File: config.mk
export PLATFORM = sky130hd
export DESIGN_NAME = diffusion_b_value_integrator
export DESIGN_NICKNAME = d
export VERILOG_FILES = /design/src/hdl/biv_pkg.sv /design/src/hdl/biv_mul.sv /design/src/hdl/biv_acc.sv /design/src/hdl/diffusion_b_value_integrator.sv
export SDC_FILE = /design/constraint.sdc
export NUM_CORES = 2
export LEC_CHECK = 0
export BUFFER_PORTS_ARGS = -buffer_cell sky130_fd_sc_hd__buf_2
export CORE_ASPECT_RATIO = 1.2
export CORE_MARGIN = 1.5
export CORE_UTILIZATION = 40
export CTS_CLUSTER_DIAMETER = 40
export CTS_CLUSTER_SIZE = 10
export DETAILED_ROUTE_END_ITERATION = 10
export PLACE_DENSITY = 0.64
export SLEW_MARGIN = 40
export SYNTH_ARGS = -nofsm -noshare
export SYNTH_HDL_FRONTEND = slang
export SYNTH_SLANG_ARGS = --single-unit
File: constraint.sdc
create_clock -name clk -period 11.9 [get_ports clk]
set_input_delay 2.38 -clock clk [delete_from_list [all_inputs] [get_ports clk]]
set_output_delay 2.38 -clock clk [all_outputs]
set_load 0.02 [all_outputs]
File: src/hdl/biv_pkg.sv
// ============================================================================
// biv_pkg : shared types and constants of the b-value integrator
// Holds the fixed datapath widths and the accumulator control struct.
// ============================================================================
package biv_pkg;

  // Fixed field and datapath widths.
  localparam int MOM_W   = 48;   // running moment, two's complement
  localparam int B_W     = 64;   // running b-value, unsigned
  localparam int SHIFT_W = 6;    // b_shift register
  localparam int ACC_W   = 128;  // shift-accumulate register
  localparam int MUL_A_W = 33;   // shared multiplier, first operand
  localparam int MUL_B_W = 32;   // shared multiplier, second operand
  localparam int PROD_W  = MUL_A_W + MUL_B_W;
  localparam int HALF_W  = MOM_W / 2;  // limb width used to square the moment
  localparam int S_W     = 96;   // sum of the two squares, three 32-bit limbs

  localparam logic [SHIFT_W-1:0] B_SHIFT_RST = 6'd32;

  // Alignment of a product when it is added into the accumulator.
  typedef logic [2:0] acc_sh_t;
  localparam acc_sh_t SH_0  = 3'd0;
  localparam acc_sh_t SH_25 = 3'd1;
  localparam acc_sh_t SH_32 = 3'd2;
  localparam acc_sh_t SH_48 = 3'd3;
  localparam acc_sh_t SH_64 = 3'd4;

  typedef struct packed {
    logic    clr;   // clear the accumulator
    logic    add;   // add the aligned product
    acc_sh_t sh;    // alignment of the product
  } acc_ctl_t;

endpackage

File: src/hdl/biv_mul.sv
// ============================================================================
// biv_mul : shared registered multiplier
// Unsigned 33 x 32 bit product, registered once.
// ============================================================================
module biv_mul (
  input  logic                          clk,
  input  logic [biv_pkg::MUL_A_W-1:0]   a,
  input  logic [biv_pkg::MUL_B_W-1:0]   b,
  output logic [biv_pkg::PROD_W-1:0]    prod_r
);

  always_ff @(posedge clk) begin
    prod_r <= biv_pkg::PROD_W'(a) * biv_pkg::PROD_W'(b);
  end

endmodule

File: src/hdl/biv_acc.sv
// ============================================================================
// biv_acc : 128-bit shift-accumulate unit
// Adds a registered product at one of a few fixed alignments, or clears.
// ============================================================================
module biv_acc (
  input  logic                         clk,
  input  biv_pkg::acc_ctl_t            ctl,
  input  logic [biv_pkg::PROD_W-1:0]   prod,
  output logic [biv_pkg::ACC_W-1:0]    acc_r
);

  logic [biv_pkg::ACC_W-1:0] prod_ext;
  logic [biv_pkg::ACC_W-1:0] aligned;

  assign prod_ext = biv_pkg::ACC_W'(prod);

  always_comb begin
    case (ctl.sh)
      biv_pkg::SH_0:  aligned = prod_ext;
      biv_pkg::SH_25: aligned = prod_ext << 25;
      biv_pkg::SH_32: aligned = prod_ext << 32;
      biv_pkg::SH_48: aligned = prod_ext << 48;
      biv_pkg::SH_64: aligned = prod_ext << 64;
      default:        aligned = '0;
    endcase
  end

  always_ff @(posedge clk) begin
    if (ctl.clr) begin
      acc_r <= '0;
    end else if (ctl.add) begin
      acc_r <= acc_r + aligned;
    end
  end

endmodule

File: src/hdl/diffusion_b_value_integrator.sv
// ============================================================================
// diffusion_b_value_integrator : trapezoidal moment and b-value integrator
// Sequencer around one shared multiplier and one shift-accumulate unit.
// ============================================================================
// Sequence: a step that opens a sequence goes from idle straight to the final
//   state; every other step first runs the moment update, squares, dt product,
//   scaling and b-value add. One request is taken at a time; the ten products
//   of a step all pass through the single shared multiplier.
// Reset (rst_n, synchronous, active low) clears the running state, empties
//   the output register and sets b_shift to 32; no clearing pass is needed.
module diffusion_b_value_integrator #(
  parameter int DT_WIDTH   = 16,
  parameter int GRAD_WIDTH = 16
) (
  input  logic                               clk,
  input  logic                               rst_n,
  // configuration
  input  logic                               cfg_wr_en,
  input  logic [biv_pkg::SHIFT_W-1:0]        cfg_wr_data,
  // input requests
  input  logic                               in_valid,
  output logic                               in_ready,
  input  logic [DT_WIDTH-1:0]                in_dt_step,
  input  logic signed [GRAD_WIDTH-1:0]       in_gradient,
  input  logic                               in_last,
  // result requests
  output logic                               out_valid,
  input  logic                               out_ready,
  output logic signed [biv_pkg::MOM_W-1:0]   out_moment,
  output logic [biv_pkg::B_W-1:0]            out_b_value,
  output logic                               out_done_res
);

  localparam int GSUM_W = GRAD_WIDTH + 1;
  localparam int KSUM_W = biv_pkg::MOM_W + 2;

  // Sequencer states. The moment update comes first, then the two squares
  // of the moment are built from 24-bit limbs, then the sum of squares is
  // multiplied by dt one 32-bit limb at a time, and finally the product is
  // scaled and added to the b-value.
  localparam logic [4:0] ST_IDLE  = 5'd0;
  localparam logic [4:0] ST_KMUL  = 5'd1;
  localparam logic [4:0] ST_KUPD  = 5'd2;
  localparam logic [4:0] ST_SQ0   = 5'd3;
  localparam logic [4:0] ST_SQ1   = 5'd4;
  localparam logic [4:0] ST_SQ2   = 5'd5;
  localparam logic [4:0] ST_SQ3   = 5'd6;
  localparam logic [4:0] ST_SQ4   = 5'd7;
  localparam logic [4:0] ST_SQ5   = 5'd8;
  localparam logic [4:0] ST_SQEND = 5'd9;
  localparam logic [4:0] ST_T0    = 5'd10;
  localparam logic [4:0] ST_T1    = 5'd11;
  localparam logic [4:0] ST_T2    = 5'd12;
  localparam logic [4:0] ST_TEND  = 5'd13;
  localparam logic [4:0] ST_SHIFT = 5'd14;
  localparam logic [4:0] ST_BADD  = 5'd15;
  localparam logic [4:0] ST_FIN   = 5'd16;

  localparam logic [63:0] HALF_CLIP = 64'h0001_0000_0000_0000;

  // Control state.
  logic [4:0]                      state_r;
  logic [biv_pkg::SHIFT_W-1:0]     b_shift_r;
  logic                            first_r;
  logic                            out_valid_r;

  // Running state of the sequence.
  logic signed [GRAD_WIDTH-1:0]    prev_grad_r;
  logic signed [biv_pkg::MOM_W-1:0] moment_acc_r;
  logic [biv_pkg::B_W-1:0]         b_acc_r;

  // Working registers of the current request.
  logic [DT_WIDTH-1:0]             dt_r;
  logic signed [GRAD_WIDTH-1:0]    grad_r;
  logic                            last_r;
  logic signed [biv_pkg::MOM_W-1:0] k_new_r;
  logic [biv_pkg::MOM_W-1:0]       mag_new_r;
  logic [biv_pkg::MOM_W-1:0]       mag_old_r;
  logic [biv_pkg::S_W-1:0]         s_r;
  logic [biv_pkg::B_W-1:0]         inc_r;
  logic [biv_pkg::B_W-1:0]         b_new_r;

  // Output register.
  logic signed [biv_pkg::MOM_W-1:0] out_moment_r;
  logic [biv_pkg::B_W-1:0]         out_b_value_r;
  logic                            out_done_r;

  // Shared units.
  logic [biv_pkg::MUL_A_W-1:0]     mul_a;
  logic [biv_pkg::MUL_B_W-1:0]     mul_b;
  logic [biv_pkg::PROD_W-1:0]      prod_r;
  biv_pkg::acc_ctl_t               acc_ctl;
  logic [biv_pkg::ACC_W-1:0]       acc_r;

  // Combinational helpers.
  logic                            accept;
  logic                            out_free;
  logic [GSUM_W-1:0]               gsum;
  logic                            gsum_neg;
  logic [GSUM_W-1:0]               gmag;
  logic [63:0]                     half_raw;
  logic [48:0]                     half_c;
  logic [KSUM_W-1:0]               delta;
  logic [KSUM_W-1:0]               ksum;
  logic [biv_pkg::MOM_W-1:0]       k_sat;
  logic [biv_pkg::MOM_W-1:0]       k_sat_mag;
  logic [biv_pkg::MOM_W-1:0]       k_old_mag;
  logic [6:0]                      sh_amt;
  logic [biv_pkg::ACC_W-1:0]       t_shifted;
  logic [biv_pkg::B_W:0]           b_sum;

  assign accept   = in_valid && in_ready;
  assign in_ready = (state_r == ST_IDLE);
  assign out_free = !out_valid_r || out_ready;

  // Trapezoid of the gradient: the sum of this and the previous gradient,
  // carried as sign and magnitude into the unsigned multiplier.
  assign gsum     = {grad_r[GRAD_WIDTH-1], grad_r} + {prev_grad_r[GRAD_WIDTH-1], prev_grad_r};
  assign gsum_neg = gsum[GSUM_W-1];
  assign gmag     = gsum_neg ? (GSUM_W'(0) - gsum) : gsum;

  // Halving must round toward minus infinity, so a negative odd product
  // rounds its magnitude up. The step is clipped so that the sum below
  // cannot wrap before it is saturated.
  always_comb begin
    half_raw = prod_r[64:1] + 64'(gsum_neg & prod_r[0]);
    half_c   = (half_raw > HALF_CLIP) ? HALF_CLIP[48:0] : half_raw[48:0];
    delta    = gsum_neg ? (KSUM_W'(0) - {1'b0, half_c}) : {1'b0, half_c};
    ksum     = {{2{moment_acc_r[biv_pkg::MOM_W-1]}}, moment_acc_r} + delta;
    if (ksum[KSUM_W-1] && (ksum[KSUM_W-2:biv_pkg::MOM_W-1] != 2'b11)) begin
      k_sat = {1'b1, {(biv_pkg::MOM_W-1){1'b0}}};
    end else if (!ksum[KSUM_W-1] && (ksum[KSUM_W-2:biv_pkg::MOM_W-1] != 2'b00)) begin
      k_sat = {1'b0, {(biv_pkg::MOM_W-1){1'b1}}};
    end else begin
      k_sat = ksum[biv_pkg::MOM_W-1:0];
    end
    k_sat_mag = k_sat[biv_pkg::MOM_W-1] ? (biv_pkg::MOM_W'(0) - k_sat) : k_sat;
    k_old_mag = moment_acc_r[biv_pkg::MOM_W-1] ?
                (biv_pkg::MOM_W'(0) - moment_acc_r) : moment_acc_r;
  end

  // Scaling of the b increment: the /2 of the trapezoid and b_shift together,
  // then saturation of anything that does not fit in 64 bits.
  assign sh_amt    = 7'(b_shift_r) + 7'd1;
  assign t_shifted = acc_r >> sh_amt;
  assign b_sum     = {1'b0, b_acc_r} + {1'b0, inc_r};

  // Operand selection for the shared multiplier. Each multiplying state issues
  // one product; the moment update or the accumulator takes it in the next cycle.
  always_comb begin
    mul_a = '0;
    mul_b = '0;
    case (state_r)
      ST_KMUL: begin
        mul_a = biv_pkg::MUL_A_W'(gmag);
        mul_b = biv_pkg::MUL_B_W'(dt_r);
      end
      ST_SQ0: begin
        mul_a = biv_pkg::MUL_A_W'(mag_new_r[biv_pkg::MOM_W-1:biv_pkg::HALF_W]);
        mul_b = biv_pkg::MUL_B_W'(mag_new_r[biv_pkg::MOM_W-1:biv_pkg::HALF_W]);
      end
      ST_SQ1: begin
        mul_a = biv_pkg::MUL_A_W'(mag_new_r[biv_pkg::MOM_W-1:biv_pkg::HALF_W]);
        mul_b = biv_pkg::MUL_B_W'(mag_new_r[biv_pkg::HALF_W-1:0]);
      end
      ST_SQ2: begin
        mul_a = biv_pkg::MUL_A_W'(mag_new_r[biv_pkg::HALF_W-1:0]);
        mul_b = biv_pkg::MUL_B_W'(mag_new_r[biv_pkg::HALF_W-1:0]);
      end
      ST_SQ3: begin
        mul_a = biv_pkg::MUL_A_W'(mag_old_r[biv_pkg::MOM_W-1:biv_pkg::HALF_W]);
        mul_b = biv_pkg::MUL_B_W'(mag_old_r[biv_pkg::MOM_W-1:biv_pkg::HALF_W]);
      end
      ST_SQ4: begin
        mul_a = biv_pkg::MUL_A_W'(mag_old_r[biv_pkg::MOM_W-1:biv_pkg::HALF_W]);
        mul_b = biv_pkg::MUL_B_W'(mag_old_r[biv_pkg::HALF_W-1:0]);
      end
      ST_SQ5: begin
        mul_a = biv_pkg::MUL_A_W'(mag_old_r[biv_pkg::HALF_W-1:0]);
        mul_b = biv_pkg::MUL_B_W'(mag_old_r[biv_pkg::HALF_W-1:0]);
      end
      ST_T0: begin
        mul_a = biv_pkg::MUL_A_W'(acc_r[31:0]);
        mul_b = biv_pkg::MUL_B_W'(dt_r);
      end
      ST_T1: begin
        mul_a = biv_pkg::MUL_A_W'(s_r[63:32]);
        mul_b = biv_pkg::MUL_B_W'(dt_r);
      end
      ST_T2: begin
        mul_a = biv_pkg::MUL_A_W'(s_r[95:64]);
        mul_b = biv_pkg::MUL_B_W'(dt_r);
      end
      default: begin
        mul_a = '0;
        mul_b = '0;
      end
    endcase
  end

  // Accumulator control. A square (h*2^24 + l)^2 is h*h at 48, 2*h*l at 25
  // and l*l at 0; the sum of squares times dt is built from 32-bit limbs.
  always_comb begin
    acc_ctl = '{clr: 1'b0, add: 1'b0, sh: biv_pkg::SH_0};
    case (state_r)
      ST_KUPD:  acc_ctl = '{clr: 1'b1, add: 1'b0, sh: biv_pkg::SH_0};
      ST_SQ1:   acc_ctl = '{clr: 1'b0, add: 1'b1, sh: biv_pkg::SH_48};
      ST_SQ2:   acc_ctl = '{clr: 1'b0, add: 1'b1, sh: biv_pkg::SH_25};
      ST_SQ3:   acc_ctl = '{clr: 1'b0, add: 1'b1, sh: biv_pkg::SH_0};
      ST_SQ4:   acc_ctl = '{clr: 1'b0, add: 1'b1, sh: biv_pkg::SH_48};
      ST_SQ5:   acc_ctl = '{clr: 1'b0, add: 1'b1, sh: biv_pkg::SH_25};
      ST_SQEND: acc_ctl = '{clr: 1'b0, add: 1'b1, sh: biv_pkg::SH_0};
      ST_T0:    acc_ctl = '{clr: 1'b1, add: 1'b0, sh: biv_pkg::SH_0};
      ST_T1:    acc_ctl = '{clr: 1'b0, add: 1'b1, sh: biv_pkg::SH_0};
      ST_T2:    acc_ctl = '{clr: 1'b0, add: 1'b1, sh: biv_pkg::SH_32};
      ST_TEND:  acc_ctl = '{clr: 1'b0, add: 1'b1, sh: biv_pkg::SH_64};
      default:  acc_ctl = '{clr: 1'b0, add: 1'b0, sh: biv_pkg::SH_0};
    endcase
  end

  biv_mul u_mul (
    .clk    (clk),
    .a      (mul_a),
    .b      (mul_b),
    .prod_r (prod_r)
  );

  biv_acc u_acc (
    .clk   (clk),
    .ctl   (acc_ctl),
    .prod  (prod_r),
    .acc_r (acc_r)
  );

  // Sequencer and running state. The running state is committed only when
  // the result enters the output register, so a stalled output holds the
  // sequencer in its final state and nothing is lost.
  always_ff @(posedge clk) begin
    if (!rst_n) begin
      state_r      <= ST_IDLE;
      b_shift_r    <= biv_pkg::B_SHIFT_RST;
      first_r      <= 1'b1;
      out_valid_r  <= 1'b0;
      prev_grad_r  <= '0;
      moment_acc_r <= '0;
      b_acc_r      <= '0;
    end else begin
      if (cfg_wr_en) begin
        b_shift_r <= cfg_wr_data;
      end
      // A taken result empties the output register unless a new one
      // enters it at the same edge.
      if (out_ready && !((state_r == ST_FIN) && out_free)) begin
        out_valid_r <= 1'b0;
      end
      case (state_r)
        ST_IDLE: begin
          if (accept) begin
            state_r <= first_r ? ST_FIN : ST_KMUL;
          end
        end
        ST_KMUL:  state_r <= ST_KUPD;
        ST_KUPD:  state_r <= ST_SQ0;
        ST_SQ0:   state_r <= ST_SQ1;
        ST_SQ1:   state_r <= ST_SQ2;
        ST_SQ2:   state_r <= ST_SQ3;
        ST_SQ3:   state_r <= ST_SQ4;
        ST_SQ4:   state_r <= ST_SQ5;
        ST_SQ5:   state_r <= ST_SQEND;
        ST_SQEND: state_r <= ST_T0;
        ST_T0:    state_r <= ST_T1;
        ST_T1:    state_r <= ST_T2;
        ST_T2:    state_r <= ST_TEND;
        ST_TEND:  state_r <= ST_SHIFT;
        ST_SHIFT: state_r <= ST_BADD;
        ST_BADD:  state_r <= ST_FIN;
        ST_FIN: begin
          if (out_free) begin
            state_r     <= ST_IDLE;
            out_valid_r <= 1'b1;
            // The last step of a sequence returns the running state to its
            // reset value; the register b_shift is kept.
            if (last_r) begin
              first_r      <= 1'b1;
              prev_grad_r  <= '0;
              moment_acc_r <= '0;
              b_acc_r      <= '0;
            end else begin
              first_r      <= 1'b0;
              prev_grad_r  <= grad_r;
              moment_acc_r <= k_new_r;
              b_acc_r      <= b_new_r;
            end
          end
        end
        default: state_r <= ST_IDLE;
      endcase
    end
  end

  // Working and output registers; none of them needs a reset.
  always_ff @(posedge clk) begin
    if (accept) begin
      dt_r    <= in_dt_step;
      grad_r  <= in_gradient;
      last_r  <= in_last;
      // The first step of a sequence only records its gradient.
      k_new_r <= moment_acc_r;
      b_new_r <= b_acc_r;
    end
    if (state_r == ST_KUPD) begin
      k_new_r   <= k_sat;
      mag_new_r <= k_sat_mag;
      mag_old_r <= k_old_mag;
    end
    if (state_r == ST_T0) begin
      s_r <= acc_r[biv_pkg::S_W-1:0];
    end
    if (state_r == ST_SHIFT) begin
      inc_r <= (|t_shifted[biv_pkg::ACC_W-1:biv_pkg::B_W]) ? '1 : t_shifted[biv_pkg::B_W-1:0];
    end
    if (state_r == ST_BADD) begin
      b_new_r <= b_sum[biv_pkg::B_W] ? '1 : b_sum[biv_pkg::B_W-1:0];
    end
    if ((state_r == ST_FIN) && out_free) begin
      out_moment_r  <= k_new_r;
      out_b_value_r <= b_new_r;
      out_done_r    <= last_r;
    end
  end

  assign out_valid    = out_valid_r;
  assign out_moment   = out_moment_r;
  assign out_b_value  = out_b_value_r;
  assign out_done_res = out_done_r;

endmodule

==> run summary <==
Most used routing layer -> met2
Synth warn -> 0
Max_cap viols -> 0
Core Rows -> 182
Met1 usage -> 39.6%
Min cycle time layout -> 11.30 ns
Status -> finished with violations
CP max FO -> 10
Slowest stage cell, crit path -> o21ai_2
Pleak -> 39.4 nW
Synth async-reset ratio -> 0%
Largest net degree at the start of global routing -> 182
Clk Latency, worst-skew pair -> 0.81 ns
Cell Area, Synth -> 0.0824 mm^2
P&R area growth vs syn -> 12.5%
Worst slew pin tran -> 0.973 ns
Root buf cell -> clkbuf_16
Drt wl/cell -> 27.2 um
Vias -> 74200
Htree depth -> 4
R2R cell count -> 39
Hold crit path type -> flop to flop
GR Util met2 -> 51.0%
Initial antenna violation count -> 24
Final cell count without fillers -> 12300
Antenna viol nets, final -> 0
Sink Count -> 812
Cell count after placement -> 12000
Most used cell, CP -> fa_1
GRT Total Usage -> 31.5%
EDFF count, synth -> 482
DRC Markers -> 16
Top_reg_cell synth -> edfxtp_1
Layout filler cell count -> 19900
Num ports -> 159
Kind of cell adding the most delay to the critical path -> compound AO/OA/AOI/OAI gates
Total Power -> 13.4 mW
Most frequent cells in the layout -> nand2_1, inv_1, a21oi_1
Vias in the first global route -> 73300
P per Cell Area -> 144 mW/mm^2
Clock transition at path regs -> 0.05 ns
Crit path required time -> 12.58 ns
Gp weighted congestion -> 1.07
Netlist cell types -> 98
CTS max path bufs -> 3
Crit path largest cell delay -> 0.72 ns
Crit path launch type -> flop
Initial Util -> 40.2%
Met3 usage -> 5.60%
Max-slew headroom -> 34.7%
Cells after synthesis -> 9369
# port buffers -> 158
WP buf/inv -> 4
Total die area -> 0.209 mm^2
TritonCTS clock tree -> yes
Hold depth -> 0
Hold Violations, Final -> 0
CP Class -> flop to flop
Layout cell share with drive strength beyond 1 -> 11.5%
Crit end category -> flop
F_max -> 88.5 MHz
Flops & latches, synth -> 812
Worst IR Drop VDD -> 142 uV
Total iterations of the first detailed-routing run -> 11
Core Footprint -> 0.205 mm^2
Final instance area -> 0.0928 mm^2
Die W -> 417 um
Hold-fix buffers, CTS -> 0
Routed WL -> 335000 um
DP Wirelength -> 264000 um
Seq/Total Area, Yosys -> 25.6%
Final slew viol count -> 0
Final Cycle Share -> 95.0%
Synth Area per Inst -> 8.80 um^2
Final nets -> 10700
Crit path DAT -> 11.98 ns
Placed cell area -> 0.0879 mm^2
Critical path depth in cells -> 39
CTS buffer count -> 136
Failing checks -> DRC
Hold slack -> 0.426 ns
Vias per std cell -> 6.02
Final setup vio count -> 0
First-pass GRT wire length -> 489000 um
Worst Skew -> 0.0708 ns
Total gr overflow -> 0
Initial DRC Count -> 8380
DIE HEIGHT -> 500 um
Most common cell after layout, fill and taps aside -> nand2_1
-- metal layers --
layer | wire length (um) | vias up
li1 | - | 32900
met1 | 132000 | 36800
met2 | 154000 | 3506
met3 | 26800 | 900
met4 | 22000 | 17
met5 | 184 | -
-- through the flow --
stage / setup WS, ns / TNS, ns / util (%)
after global routing: -0.0101 / -0.0139 / 45.2
after CTS: 0.264 / 0 / 45.1
final: 0.596 / 0 / 45.3
after global placement: 0.345 / 0 / 42.8
after floorplan: 0.0519 / 0 / -
after detailed placement: 0.283 / 0 / 42.9
-- synth_stat cells, drive strengths merged, types with 136 or more instances --
master	count	area share (%)
clkbuf	520	2.4
nor2	586	2.7
nor3b	136	1.2
nor2b	226	1.7
edfxtp	482	18
mux2i	162	2.0
a21o	180	1.6
inv	818	3.7
nand3	165	1.0
dfxtp	330	8.0
ha	441	6.7
xor2	154	1.6
fa	662	16
nand2	1380	6.3
a21oi	705	4.3
o21ai	417	2.5
xnor2	262	2.8
-- cells by family after synthesis --
group	after synthesis	synth area share (%)
and+or+nand+nor	3164	18.2
AOI/OAI and AO/OA	2096	16.4
buffers and inverters	1419	6.52
adders and majority gates	1104	22.8
DFF	812	25.6
xor gates and xnor gates	416	4.42
muxes	356	6.13
other	2	0.00911
-- where the power goes --
group / internal, mW / switching (mW) / total (mW)
combinational: 1.82 / 3.56 / 5.38
clock: 2.41 / 1.57 / 3.98
sequential: 3.64 / 0.404 / 4.04
total: 7.87 / 5.53 / 13.4
-- sequential cells by signal, indices dropped and copies added, names as in the netlist, 5 cells and up, named ones only --
signal and cells:
out_b_value 64, b_new_r 64, b_shift_r 6, b_acc_r 64, u_acc.acc_r 128, mag_new_r 48, state_r 5, dt_r 16
inc_r 64, u_mul.prod_r 56, moment_acc_r 48, prev_grad_r 16, k_new_r 48, mag_old_r 48, s_r 64, out_moment 48
grad_r 16
-- worst register-to-register path: cells and delay by family, from the launching register on --
family	cells	cell delay, ns
AOI/OAI and AO/OA	17	4.26
and+or+nand+nor	6	1.51
adders and majority gates	9	4.14
DFF	1	0.39
buffers and inverters	4	0.45
xor gates and xnor gates	3	0.46
-- final timing paths --
check | slack, ns | end | from
hold / removal | 0.43 | out_b_value[24] | b_new_r[24]
setup reg to reg | 0.60 | u_mul.prod_r[50] | grad_r[1]
hold reg to reg | 0.43 | out_b_value[24] | b_new_r[24]
setup / recovery | 0.60 | u_mul.prod_r[50] | grad_r[1]
-- cell type report --
class,count,area (um^2),share of cell area (%)
multi-input combinational,7200,56700,61.1
sequential,812,21100,22.7
timing repair buffer,550,3920,4.22
clock buffer,182,3700,3.99
tap,2668,3340,3.60
inverter,821,3090,3.33
clock inverter,67,940,1.01
antenna,13,32.5,0.0351
-- repair_timing --
action | 4_1_cts | 5_1_grt
resized for setup | 0 | 28
setup endpoints to repair | 0 | 28
setup buffers | 0 | 2
No activity file was read; power rests on OpenSTA's default activity.
